===== src/rtl/view_priority_lru_slot_replacer_top_assert.svh =====
`ifndef VIEW_PRIORITY_LRU_SLOT_REPLACER_TOP_ASSERT_SVH
`define VIEW_PRIORITY_LRU_SLOT_REPLACER_TOP_ASSERT_SVH
// assertion helpers
`define VPL_ASSERT_IMP(lbl, clk, rstn, a, c) \
  lbl: assert property (@(posedge clk) disable iff (!rstn) (a) |-> (c)) \
    else $error("lbl failed");
`define VPL_ASSERT_NXT(lbl, clk, rstn, a, c) \
  lbl: assert property (@(posedge clk) disable iff (!rstn) (a) |=> (c)) \
    else $error("lbl failed");
`endif


===== src/rtl/vplsr_pkg.sv =====
package vplsr_pkg;
  localparam logic [2:0] FUNC_ALLOC    = 3'd0;
  localparam logic [2:0] FUNC_RELEASE  = 3'd1;
  localparam logic [2:0] FUNC_PRESERVE = 3'd2;
  localparam logic [2:0] FUNC_VIEW     = 3'd3;
  localparam logic [2:0] FUNC_DISCARD  = 3'd4;

  typedef struct packed {
    logic load;
    logic scan_start;
    logic scan_step;
    logic commit;
  } vplsr_cmd_t;

  typedef struct packed {
    logic scan_last;
    logic needs_scan;
  } vplsr_sts_t;
endpackage


===== src/rtl/view_priority_lru_slot_replacer_top.sv =====
// Tile slot pool with view-aware LRU replacement, one request at a time. A hit, a free slot
// or any non-allocate request passes from IDLE through CHECK to DONE; an allocate that must
// evict also passes through SCAN, which scans one slot per cycle. The controller is idle
// again right after the result is written in DONE, and only then takes the next request.
// The result sits in an output register until taken; the next request may be accepted
// meanwhile, but its result waits for that register to drain.
module view_priority_lru_slot_replacer_top #(
  parameter int NUM_SLOTS = 16,
  parameter int NUM_ZOOMS = 3,
  parameter int TILE_EDGE = 64
) (
  input  logic        clk,
  input  logic        rst_n,
  input  logic        in_tvalid,
  output logic        in_tready,
  // func[2:0] zoom[4:3] tile_column[13:5] tile_row[22:14] slot_number[26:23]
  // view_left[41:27] view_top[56:42] view_right[71:57] view_bottom[86:72]
  input  logic [87:0] in_tdata,
  output logic        out_tvalid,
  input  logic        out_tready,
  // chosen_slot[3:0] hit[4] replaced[5] status[6]
  output logic [7:0]  out_tdata
);
  vplsr_pkg::vplsr_cmd_t cmd;
  vplsr_pkg::vplsr_sts_t sts;
  logic out_valid_r;
  logic [3:0] cs;
  logic h, rp, st;

  vplsr_ctrl u_ctrl (
    .clk(clk), .rst_n(rst_n), .in_fire(in_tvalid && in_tready),
    .out_busy(out_valid_r && !out_tready), .sts(sts), .in_ready(in_tready), .cmd(cmd)
  );

  vplsr_dp #(.NUM_SLOTS(NUM_SLOTS), .NUM_ZOOMS(NUM_ZOOMS), .TILE_EDGE(TILE_EDGE)) u_dp (
    .clk(clk), .rst_n(rst_n), .cmd(cmd),
    .func(in_tdata[2:0]), .zoom(in_tdata[4:3]), .tile_column(in_tdata[13:5]),
    .tile_row(in_tdata[22:14]), .slot_number(in_tdata[26:23]),
    .view_left(in_tdata[41:27]), .view_top(in_tdata[56:42]),
    .view_right(in_tdata[71:57]), .view_bottom(in_tdata[86:72]),
    .sts(sts), .chosen_slot(cs), .hit(h), .replaced(rp), .status(st)
  );

  always_ff @(posedge clk) begin
    if (!rst_n) out_valid_r <= 1'b0;
    else if (cmd.commit) out_valid_r <= 1'b1;
    else if (out_tready) out_valid_r <= 1'b0;
  end

  assign out_tvalid = out_valid_r;
  assign out_tdata = {1'b0, st, rp, h, cs};
endmodule


===== src/rtl/vplsr_ctrl.sv =====
module vplsr_ctrl (
  input  logic                clk,
  input  logic                rst_n,
  input  logic                in_fire,
  input  logic                out_busy,
  input  vplsr_pkg::vplsr_sts_t sts,
  output logic                in_ready,
  output vplsr_pkg::vplsr_cmd_t cmd
);
  typedef enum logic [3:0] {
    ST_IDLE = 4'b0001, ST_CHECK = 4'b0010, ST_SCAN = 4'b0100, ST_DONE = 4'b1000
  } state_t;
  state_t state_r, state_nxt;

  always_comb begin
    state_nxt = state_r;
    cmd = '0;
    in_ready = 1'b0;
    unique case (state_r)
      ST_IDLE: begin
        in_ready = 1'b1;
        if (in_fire) begin
          cmd.load = 1'b1;
          state_nxt = ST_CHECK;
        end
      end
      ST_CHECK: begin
        if (sts.needs_scan) begin
          cmd.scan_start = 1'b1;
          state_nxt = ST_SCAN;
        end else begin
          state_nxt = ST_DONE;
        end
      end
      ST_SCAN: begin
        cmd.scan_step = 1'b1;
        if (sts.scan_last) state_nxt = ST_DONE;
      end
      ST_DONE: begin
        if (!out_busy) begin
          cmd.commit = 1'b1;
          state_nxt = ST_IDLE;
        end
      end
      default: state_nxt = ST_IDLE;
    endcase
  end

  always_ff @(posedge clk) begin
    if (!rst_n) state_r <= ST_IDLE;
    else state_r <= state_nxt;
  end

`include "view_priority_lru_slot_replacer_top_assert.svh"
  `VPL_ASSERT_IMP(a_onehot, clk, rst_n, 1'b1, $onehot(state_r))
  `VPL_ASSERT_IMP(a_commit_free, clk, rst_n, cmd.commit, !out_busy)
  `VPL_ASSERT_NXT(a_load_busy, clk, rst_n, cmd.load, !in_ready)
endmodule


===== src/rtl/vplsr_dp.sv =====
module vplsr_dp #(
  parameter int NUM_SLOTS = 16,
  parameter int NUM_ZOOMS = 3,
  parameter int TILE_EDGE = 64
) (
  input  logic                  clk,
  input  logic                  rst_n,
  input  vplsr_pkg::vplsr_cmd_t cmd,
  input  logic [2:0]            func,
  input  logic [1:0]            zoom,
  input  logic [8:0]            tile_column,
  input  logic [8:0]            tile_row,
  input  logic [3:0]            slot_number,
  input  logic [14:0]           view_left,
  input  logic [14:0]           view_top,
  input  logic [14:0]           view_right,
  input  logic [14:0]           view_bottom,
  output vplsr_pkg::vplsr_sts_t sts,
  output logic [3:0]            chosen_slot,
  output logic                  hit,
  output logic                  replaced,
  output logic                  status
);
  localparam int SW = (NUM_SLOTS > 1) ? $clog2(NUM_SLOTS) : 1;
  localparam int TW = $clog2(TILE_EDGE);
  localparam int CW = 9 + TW + 1;

  logic [NUM_SLOTS-1:0] occ_r, pres_r;
  logic [19:0] key_r [NUM_SLOTS];
  logic [31:0] stamp_r [NUM_SLOTS];
  logic [31:0] ctr_r;
  logic [14:0] fl_r [NUM_ZOOMS], ft_r [NUM_ZOOMS], fr_r [NUM_ZOOMS], fb_r [NUM_ZOOMS];
  logic [NUM_ZOOMS-1:0] fv_r;
  logic [1:0] az_r;

  logic [2:0] func_r;
  logic [1:0] zoom_r;
  logic [19:0] rkey_r;
  logic [3:0] sn_r;
  logic [14:0] vl_r, vt_r, vr_r, vb_r;

  logic [SW-1:0] idx_r, best_r;
  logic [1:0] brank_r;
  logic [31:0] bstamp_r;
  logic found_r;

  logic [NUM_SLOTS-1:0] match_v, free_v;
  logic any_match, any_free, any_pres;
  logic [SW-1:0] match_i, free_i;
  logic [31:0] ctr_inc;
  assign ctr_inc = ctr_r + 32'd1;

  always_comb begin
    match_i = '0;
    free_i = '0;
    for (int i = NUM_SLOTS - 1; i >= 0; i--) begin
      match_v[i] = occ_r[i] && key_r[i] == rkey_r;
      free_v[i] = !occ_r[i] && !pres_r[i];
      if (match_v[i]) match_i = SW'(i);
      if (free_v[i]) free_i = SW'(i);
    end
  end
  assign any_match = |match_v;
  assign any_free = |free_v;
  assign any_pres = |pres_r;
  assign sts.needs_scan = func_r == vplsr_pkg::FUNC_ALLOC && !any_match && !any_free;
  assign sts.scan_last = idx_r == SW'(NUM_SLOTS - 1);

  logic [1:0] kz;
  logic [8:0] kc, kr;
  logic [CW-1:0] x0, y0, x1, y1;
  logic [1:0] rank;
  logic [31:0] cur_stamp;
  logic cur_pres, better;
  always_comb begin
    kz = key_r[idx_r][19:18];
    kc = key_r[idx_r][17:9];
    kr = key_r[idx_r][8:0];
    x0 = CW'(kc) * CW'(TILE_EDGE);
    y0 = CW'(kr) * CW'(TILE_EDGE);
    x1 = x0 + CW'(TILE_EDGE);
    y1 = y0 + CW'(TILE_EDGE);
    rank = 2'd0;
    for (int z = 0; z < NUM_ZOOMS; z++) begin
      if (kz == 2'(z + 1) && fv_r[z] && x0 < CW'(fr_r[z]) && y0 < CW'(fb_r[z])
          && x1 > CW'(fl_r[z]) && y1 > CW'(ft_r[z]))
        rank = (kz == az_r) ? 2'd2 : 2'd1;
    end
    cur_stamp = stamp_r[idx_r];
    cur_pres = pres_r[idx_r];
    if (any_pres) better = cur_pres && (!found_r || cur_stamp < bstamp_r);
    else better = !found_r || rank < brank_r || (rank == brank_r && cur_stamp < bstamp_r);
  end

  always_ff @(posedge clk) begin
    if (cmd.load) begin
      func_r <= func;
      zoom_r <= zoom;
      rkey_r <= {zoom, tile_column, tile_row};
      sn_r <= slot_number;
      vl_r <= view_left;
      vt_r <= view_top;
      vr_r <= view_right;
      vb_r <= view_bottom;
    end
    if (cmd.scan_start) begin
      idx_r <= '0;
      found_r <= 1'b0;
    end else if (cmd.scan_step) begin
      if (better) begin
        best_r <= idx_r;
        brank_r <= rank;
        bstamp_r <= cur_stamp;
        found_r <= 1'b1;
      end
      if (!sts.scan_last) idx_r <= idx_r + SW'(1);
    end
  end

  logic [SW-1:0] alloc_s;
  logic vz_ok, sn_ok;
  logic [3:0] res_cs;
  logic res_hit, res_rep, res_st;
  assign alloc_s = any_match ? match_i : (any_free ? free_i : best_r);
  assign vz_ok = zoom_r != 2'd0 && 32'(zoom_r) <= NUM_ZOOMS && vr_r > vl_r && vb_r > vt_r;
  assign sn_ok = 32'(sn_r) < NUM_SLOTS;

  always_comb begin
    res_cs = '0;
    res_hit = 1'b0;
    res_rep = 1'b0;
    res_st = 1'b0;
    case (func_r)
      vplsr_pkg::FUNC_ALLOC: begin
        res_cs = 4'(alloc_s);
        res_hit = any_match;
        res_rep = !any_match && (occ_r[alloc_s] || pres_r[alloc_s]);
      end
      vplsr_pkg::FUNC_RELEASE: begin
        if (any_match) res_cs = 4'(match_i);
        else res_st = 1'b1;
      end
      vplsr_pkg::FUNC_PRESERVE: begin
        if (sn_ok) res_cs = sn_r;
        else res_st = 1'b1;
      end
      vplsr_pkg::FUNC_VIEW: res_st = !vz_ok;
      vplsr_pkg::FUNC_DISCARD: res_st = 1'b0;
      default: res_st = 1'b1;
    endcase
  end

  always_ff @(posedge clk) begin
    if (!rst_n) begin
      occ_r <= '0;
      pres_r <= '0;
      fv_r <= '0;
      az_r <= '0;
      ctr_r <= '0;
      for (int i = 0; i < NUM_SLOTS; i++) stamp_r[i] <= '0;
    end else if (cmd.commit) begin
      chosen_slot <= res_cs;
      hit <= res_hit;
      replaced <= res_rep;
      status <= res_st;
      case (func_r)
        vplsr_pkg::FUNC_ALLOC: begin
          if (!any_match) key_r[alloc_s] <= rkey_r;
          occ_r[alloc_s] <= 1'b1;
          pres_r[alloc_s] <= 1'b0;
          ctr_r <= ctr_inc;
          stamp_r[alloc_s] <= ctr_inc;
        end
        vplsr_pkg::FUNC_RELEASE: begin
          if (any_match) occ_r[match_i] <= 1'b0;
        end
        vplsr_pkg::FUNC_PRESERVE: begin
          if (sn_ok) begin
            occ_r[SW'(sn_r)] <= 1'b0;
            pres_r[SW'(sn_r)] <= 1'b1;
            ctr_r <= ctr_inc;
            stamp_r[SW'(sn_r)] <= ctr_inc;
          end
        end
        vplsr_pkg::FUNC_VIEW: begin
          if (vz_ok) begin
            for (int z = 0; z < NUM_ZOOMS; z++) begin
              if (zoom_r == 2'(z + 1)) begin
                fl_r[z] <= vl_r;
                ft_r[z] <= vt_r;
                fr_r[z] <= vr_r;
                fb_r[z] <= vb_r;
                fv_r[z] <= 1'b1;
              end
            end
            az_r <= zoom_r;
          end
        end
        vplsr_pkg::FUNC_DISCARD: begin
          occ_r <= '0;
          pres_r <= '0;
        end
        default: ;
      endcase
    end
  end

`include "view_priority_lru_slot_replacer_top_assert.svh"
  `VPL_ASSERT_IMP(a_no_both, clk, rst_n, 1'b1, (occ_r & pres_r) == '0)
  `VPL_ASSERT_NXT(a_ctr_step, clk, rst_n, cmd.commit && func_r == vplsr_pkg::FUNC_ALLOC,
    ctr_r == $past(ctr_r) + 32'd1)
  `VPL_ASSERT_IMP(a_scan_excl, clk, rst_n, cmd.scan_step, !cmd.commit && !cmd.load)
endmodule


===== config.mk =====
export PLATFORM = sky130hd
export DESIGN_NAME = view_priority_lru_slot_replacer_top
export DESIGN_NICKNAME = d
export VERILOG_FILES = /design/src/rtl/vplsr_pkg.sv /design/src/rtl/view_priority_lru_slot_replacer_top.sv /design/src/rtl/vplsr_ctrl.sv /design/src/rtl/vplsr_dp.sv
export VERILOG_INCLUDE_DIRS = /design/src /design/src/rtl
export SDC_FILE = /design/constraint.sdc
export NUM_CORES = 2
export LEC_CHECK = 0
export ABC_AREA = 1
export BUFFER_PORTS_ARGS = -buffer_cell sky130_fd_sc_hd__buf_2
export CAP_MARGIN = 20
export CORE_AREA = 2 2 494 349
export DETAILED_ROUTE_END_ITERATION = 8
export DIE_AREA = 0 0 496 351
export GPL_ROUTABILITY_DRIVEN = 0
export HOLD_SLACK_MARGIN = 0.05
export PLACE_DENSITY = 0.61
export SYNTH_ARGS = -nofsm -noshare
export SYNTH_HDL_FRONTEND = slang
export SYNTH_SLANG_ARGS = --single-unit

===== constraint.sdc =====
create_clock -name clk -period 6.2 [get_ports clk]
set_input_delay 0.62 -clock clk [delete_from_list [all_inputs] [get_ports clk]]
set_output_delay 0.62 -clock clk [all_outputs]
set_load 0.01 [all_outputs]

Word level (Yosys, flattened, before mapping):

Memory sizes are Yosys's and may differ from the RTL's. A register that Yosys moved wholly into a read port is not among the register bits.
Index checks and enable logic that the tools add are counted.
W data, S select, Z words.

* bits in registers: 213
* memory bits (writable): 1012
* input port bits: 92
* output and inout bits: 10
* logic and storage cells: 376
* memories: 6

Memories
* u_dp.stamp_r: words 16, bits a word 32, rd ports 1, clocked after memory_dff 1, write ports 16, line vplsr_dp.sv:30 `logic [31:0] stamp_r [NUM_SLOTS];`
* u_dp.key_r: words 16, bits a word 20, rd ports 17, clocked after memory_dff 1, write ports 1, line vplsr_dp.sv:29 `logic [19:0] key_r [NUM_SLOTS];`
* u_dp.fb_r: words 3, bits a word 15, rd ports 3, clocked after memory_dff 0, write ports 1, line vplsr_dp.sv:32 `logic [14:0] fl_r [NUM_ZOOMS], ft_r [NUM_ZOOMS], fr_r [NUM_ZOOMS], fb_r [NUM_ZOOMS];`
* u_dp.fl_r: words 3, bits a word 15, rd ports 3, clocked after memory_dff 0, write ports 1, line vplsr_dp.sv:32
* u_dp.fr_r: words 3, bits a word 15, rd ports 3, clocked after memory_dff 0, write ports 1, line vplsr_dp.sv:32
* u_dp.ft_r: words 3, bits a word 15, rd ports 3, clocked after memory_dff 0, write ports 1, line vplsr_dp.sv:32

* add/subtract/negate cells: 4
* $lt $le $gt $ge: 23
* equality and inequality tests: 37
* mux-type cells: 138
* bitwise operators: 10
* reduce and logical (&&, ||, !) cells: 132

Operators by type and width (number)
* $eq A20 B20 Y1: 16
* $mux W4: 45
* $mux W15: 8
* $reduce_or A15 Y1: 8
* $gt A16 B15 Y1: 6
* $lt A15 B15 Y1: 6
* $mux W32: 2
* $pmux W16 S4: 1
* $reduce_or A32 Y1: 2
* $logic_and A1 B1 Y1: 59
* $mux W1: 59
* $and A16 B16 Y16: 3
* $not A16 Y16: 3
* $pmux W16 S3: 1
* $reduce_or A16 Y1: 3
* $logic_not A1 Y1: 37
* $add A15 B7 Y16 const B: 2
* $add A32 B1 Y32 const B: 1
* $lt A32 B32 Y1: 1
* $or A16 B16 Y16: 2
* $gt A15 B15 Y1: 2
* $mux W2: 12
* $lt A4 B5 Y1 const B: 4
* $mux W16: 1
* 31 further kinds: 60

Logic depth before layout (Yosys ltp):

* depth in word-level cells: 27
* gate-level depth with buffers: 34
* depth with buffers taken out: 31

Cells and area by module:

A second synthesis with hierarchy kept.

* cell total of the unflattened synthesis: 5678
* area, all modules: 59553.4 µm²

Modules (own cells, without submodules)
* vplsr_dp: instances 1, cells an instance 5625, area each 59225.6 µm², seq. area each 35914.4 µm²
* vplsr_ctrl: instances 1, cells an instance 39, area each 236.5 µm², seq. area each 80.1 µm²
* view_priority_lru_slot_replacer_top: instances 1, cells an instance 14, area each 91.3 µm², seq. area each 20.0 µm²

Worst setup path before layout:

No wires, ideal clock.

* path type: register -> register
* start point: register u_dp.vr_r[2]
* end point: memory u_dp.fb_r[1][0], in the netlist u_dp.fb_r[0][15], enable pin
* setup time: 0.554 ns
* arrival time: 5.836 ns
* required time: 5.646 ns
* slack: -0.190 ns
* stages on the path, launching flop included: 16
* path buffers: 0
* clock period less this slack: 6.390 ns
* path through: edfxtp_1 > ha_1 > nand2_1 > nor2_1 > a211oi_1 > o221ai_1 > a21oi_1 > nor2_1 > nor2_1 > o211ai_1 > nand3_1 > inv_1 > nand2_1 > inv_1 > nand2_1 > nor3_1

* cells in the longest elaborated chain, start to end: 11
* elaborated cells between the ends (all ways): 24
* classes of those cells: 1 x order compare; 19 x mux; 4 x reduce/logical

Ends and longest elaborated chain
* start: declaration: line vplsr_dp.sv:40 `logic [14:0] vl_r, vt_r, vr_r, vb_r;`
* start signal: assignment: line vplsr_dp.sv:103 `vr_r <= view_right;`
* $gt A15 B15 Y1 *: line vplsr_dp.sv:125 `assign vz_ok = zoom_r != 2'd0 && 32'(zoom_r) <= NUM_ZOOMS && vr_r > vl_r && vb_r > vt_r;`
* $logic_and A1 B1 Y1 * (2 in a row): line vplsr_dp.sv:125
* $mux W1: line vplsr_dp.sv:186 `if (vz_ok) begin`
* $mux W1: line vplsr_dp.sv:166 `case (func_r)`
* $mux W1: line vplsr_dp.sv:161 `end else if (cmd.commit) begin`
* $mux W1: line vplsr_dp.sv:154 `if (!rst_n) begin`
* $mux W1 (not written as such): line vplsr_dp.sv:192 `fb_r[z] <= vb_r;`
* $reduce_or A15 Y1 (no line)
* $mux W2 (no line) or $mux W1 (tied branches) (2 in a row)
* end: declaration: line vplsr_dp.sv:32

Mark *: on every way between the ends. The rest lies on a longest branch, timed or not.

==> summary.md <==
| Metric | Value |
|---|---|
| Status | finished clean |
| Starting Density | 34.7% |
| Die Ht | 351 microns |
| Internal Power | 13.8 mW |
| Post-Synth Adder-Cell Area | 3.72% |
| Worst-Skew Late Latency | 0.79 ns |
| Tot GR Track Use | 21.8% |
| M3 GR Usage | 6.48% |
| M2 GR Usage | 31.3% |
| Part of the power in registers | 51.1% |
| Reg2Reg Setup Slack | 0.25 ns |
| Clk sinks | 1227 |
| VDD IR max | 0.000247 V |
| Dpl ws | 0.191 ns |
| Final min period | 5.95 ns |
| Reg area | 0.0360 sq mm |
| Mux share of post-synthesis cell area | 0% |
| Largest net degree at the start of global routing | 125 |
| Final Hold Viols | 0 |
| Number of fill cells | 16325 |
| CP max FO | 37 |
| Number of synthesized flops with an enable pin | 1144 |
| Worst Setup EP | u_dp.bstamp_r[10]$_DFFE_PP_ |
| Relative slew slack | 23.1% |
| Largest family of logic cells by synthesized area | simple AND/OR/NAND/NOR gates |
| PD cells | 272 mW/mm^2 |
| Share of async-settable or async-resettable flops after synthesis | 0% |
| CP max-delay cell | dfxtp_4 |
| Dpl cell area | 0.0621 sq mm |
| Yosys warnings | 0 |
| Die area | 0.174 sq mm |
| Grt ovf | 0 |
| Worst endpoint required time | 6.64 ns |
| Reg2Reg Capture Point | u_dp.bstamp_r[10]$_DFFE_PP_ |
| Post-synth cell types | 63 |
| Ys flop type | edfxtp_1 |
| Critical path class | flop to flop |
| RSZ-0062 raised after global routing | false |
| Met1 usage | 31.7% |
| CP top delay family | simple AND/OR/NAND/NOR gates |
| Initial antenna violation count | 7 |
| CTS tree | yes |
| Worst path depth | 32 |
| Simple-gate share of the synthesized area | 14.4% |
| Post-CTS Setup Inserts | 0 |
| Mapped Area | 0.0588 sq mm |
| I/O Pins | 102 |
| Final Max Tran Viols | 0 |
| Maximum clock path buffer count | 3 |
| Via/cell ratio | 5.62 |
| Achievable Freq | 0.168 GHz |
| Leak | 24.1 nW |
| Die Width | 496 microns |
| Worst setup EP type | flop |
| Worst slew pin tran | 1.15 ns |
| Clock power frac | 41.7% |
| Initial drt markers | 7140 |
| Vias in the first global route | 42875 |
| Num rows | 127 |
| Final Skew | 0.0660 ns |
| Critical Path Most Common Cell | nand3_1 |
| Setup TNS | 0 ns |
| Syn nets | 5956 |
| Number of synthesized register bits | 1227 |
| Synth Area in Compound Gates | 12.8% |
| Worst-path clk slew | 0.07 ns |
| CP startpoint kind | flop |
| Comb power frac | 7.2% |
| Share of post-route cells with drive strength above 1 | 9.51% |
| Sequential area share after synthesis | 61.2% |
| Fin worst setup slack | 0.247 ns |
| CP arrival | 6.40 ns |
| DPL Wire Length | 124000 microns |
| Hold_sp | in_tdata[3] |
| Final instance area | 0.0671 sq mm |
| Max cap viols | 0 |
| Final #Nets | 6060 |
| Area of the multi-input gates | 0.0195 sq mm |
| Switching Share | 24.6% |
| Hold_ws | 0.0872 ns |
| Wire length per cell | 23.9 microns |
| R2r worst-path depth | 32 |
| Area growth syn-to-layout | 14.1% |
| H-tree Lvls | 3 |
| Crit path largest cell delay | 0.39 ns |
| Final wirelength | 195000 microns |
| Root buffer cell | clkbuf_16 |
| Antenna-violating nets left | 0 |
| P_sw | 4.49 mW |
| First-pass GRT wire length | 285000 microns |
| DRT Pass-1 Iters | 7 |
| Hold Crit Class | input pin to flop |
| Syn Inst Count | 5689 |
| Global route hottest layer | met1 |
| DRC errors left | 0 |
| Core box area | 0.170 sq mm |
| Tcrit/Tclk final | 96.0% |
| WP buf/inv | 9 |
| Post-Synth XOR/XNOR Area | 2.02% |
| Final Setup Violations | 0 |
| Via count | 45825 |
| Avg Inst Size Synth | 10.3 sq um |
| Port Buffers | 99 |
| Num CTS Buffers | 121 |
## through the flow
stage | std cells | utilization (%) | total power, mW
finish | 8157 | 39.5 | 18.3
global route | 8156 | 39.5 | 18.8
CTS | 8153 | 39.5 | 18.3
detailed placement | 7844 | 36.6 | 10.7
global placement | 7844 | 36.6 | 10.7
floorplan | 5689 | - | 10.2
## how the worst min path moves through the flow
stage | end | slack, ns | cells after the start
floorplan | u_dp.best_r[2]$_DFFE_PP_ | 0.41 | 0
global placement | u_dp.fv_r[0]$_SDFFE_PN0P_ | 0.45 | 2
detailed placement | u_dp.fv_r[0]$_SDFFE_PN0P_ | 0.46 | 2
CTS | u_dp.rkey_r[18]$_DFFE_PP_ | 0.05 | 1
global route | u_dp.rkey_r[18]$_DFFE_PP_ | 0.06 | 1
finish | u_dp.rkey_r[18]$_DFFE_PP_ | 0.09 | 1
## cell type report
type	count	area share (%)
inverters	514	2.92
diodes	1	0.00373
well taps	2257	4.21
clock buffers	144	4.73
repair buffers	322	4.01
clock inverters	85	1.30
flip-flops and latches	1227	53.7
multi-input cells	3607	29.1
## layout by cell type (no fill, tap or decap), drive strengths merged, types with 3 or more instances in the layout
cell,n
nor4,55
dfxtp,83
xor2,70
bufinv,11
or4,3
and3,3
a221oi,18
clkinvlp,9
o21ai,582
a21oi,249
o21a,4
o211ai,104
a21o,4
or2,4
nor2,1080
buf,241
nor4b,6
clkinv,64
nand3b,4
nor3,37
edfxtp,1144
a211oi,11
ha,175
clkbuf,145
o22ai,119
a2111oi,3
o2111ai,13
a31oi,31
inv,515
dlygate4sd3,80
o221ai,118
nand2,577
xnor2,66
nand4,76
nand3,178
## power groups by stage
stage | clock network, mW | logic, mW | registers, mW
detailed placement | 0 | 1.23 | 9.51
floorplan | 0 | 0.702 | 9.49
global route | 8.00 | 1.41 | 9.35
global placement | 0 | 1.21 | 9.51
finish | 7.61 | 1.32 | 9.34
CTS | 7.69 | 1.28 | 9.34
## per-layer routing
layer | vias up | routed length, microns | part of all wire [%]
met5 | - | 120 | 0.062
met1 | 22137 | 80900 | 42
li1 | 20334 | - | -
met4 | 12 | 6050 | 3.1
met3 | 388 | 27000 | 14
met2 | 2954 | 80500 | 41
## synthesized netlist by cell type (4+ instances only)
| master | instances | area [sq um] |
|---|---|---|
| o22ai_1 | 118 | 738 |
| nand2_2 | 17 | 106 |
| a31oi_1 | 31 | 194 |
| xnor2_1 | 66 | 578 |
| xor2_1 | 70 | 613 |
| o21ai_0 | 565 | 2830 |
| ha_1 | 175 | 2190 |
| buf_1 | 9 | 33.8 |
| buf_6 | 6 | 67.6 |
| nor4_1 | 55 | 344 |
| o211ai_1 | 102 | 766 |
| nand3_1 | 178 | 891 |
| nand4_1 | 76 | 475 |
| a221oi_1 | 17 | 149 |
| nand3b_1 | 4 | 30.0 |
| nand2_4 | 4 | 45.0 |
| clkinv_1 | 8 | 30.0 |
| dfxtp_1 | 83 | 1660 |
| nor2_1 | 1069 | 4010 |
| nor2_8 | 5 | 100 |
| inv_2 | 19 | 71.3 |
| o2111ai_1 | 13 | 114 |
| buf_2 | 82 | 410 |
| clkbuf_1 | 226 | 848 |
| inv_1 | 486 | 1820 |
| buf_4 | 18 | 135 |
| edfxtp_1 | 1144 | 34400 |
| o221ai_1 | 118 | 1030 |
| a21o_1 | 4 | 30.0 |
| o21ai_1 | 15 | 75.1 |
| a211oi_1 | 11 | 82.6 |
| nand2_1 | 556 | 2090 |
| a21oi_1 | 245 | 1230 |
| nor3_1 | 37 | 185 |
| o21a_1 | 4 | 30.0 |
| nor4b_1 | 6 | 52.6 |
## logic make-up (layout without fill, tap and decap cells)
kind of cell / Yosys count / after routing
AO/OA/AOI/OAI: 1269 / 1269
XOR/XNOR: 136 / 136
adder cells (fa/ha/maj): 175 / 175
buffers and inverters: 855 / 1065
flip-flops: 1227 / 1227
other: 1 / 2
AND/OR/NAND/NOR: 2026 / 2026
## flip-flops by register name (all words and copies together) (netlist names), 16 cells and up, named ones only
name	cells
u_dp.stamp_r	512
u_dp.key_r	320
u_dp.fb_r	45
u_dp.fl_r	45
u_dp.fr_r	45
u_dp.ft_r	45
u_dp.bstamp_r	32
u_dp.ctr_r	32
u_dp.rkey_r	20
u_dp.occ_r	16
u_dp.pres_r	16
## timing repair
action,4_1_cts,5_1_grt
setup endpoints to repair,0,38
hold buffers,80,0
endpoints found under the hold margin,80,0
gates resized for setup,0,18
Power figures use the tool's default switching activity.
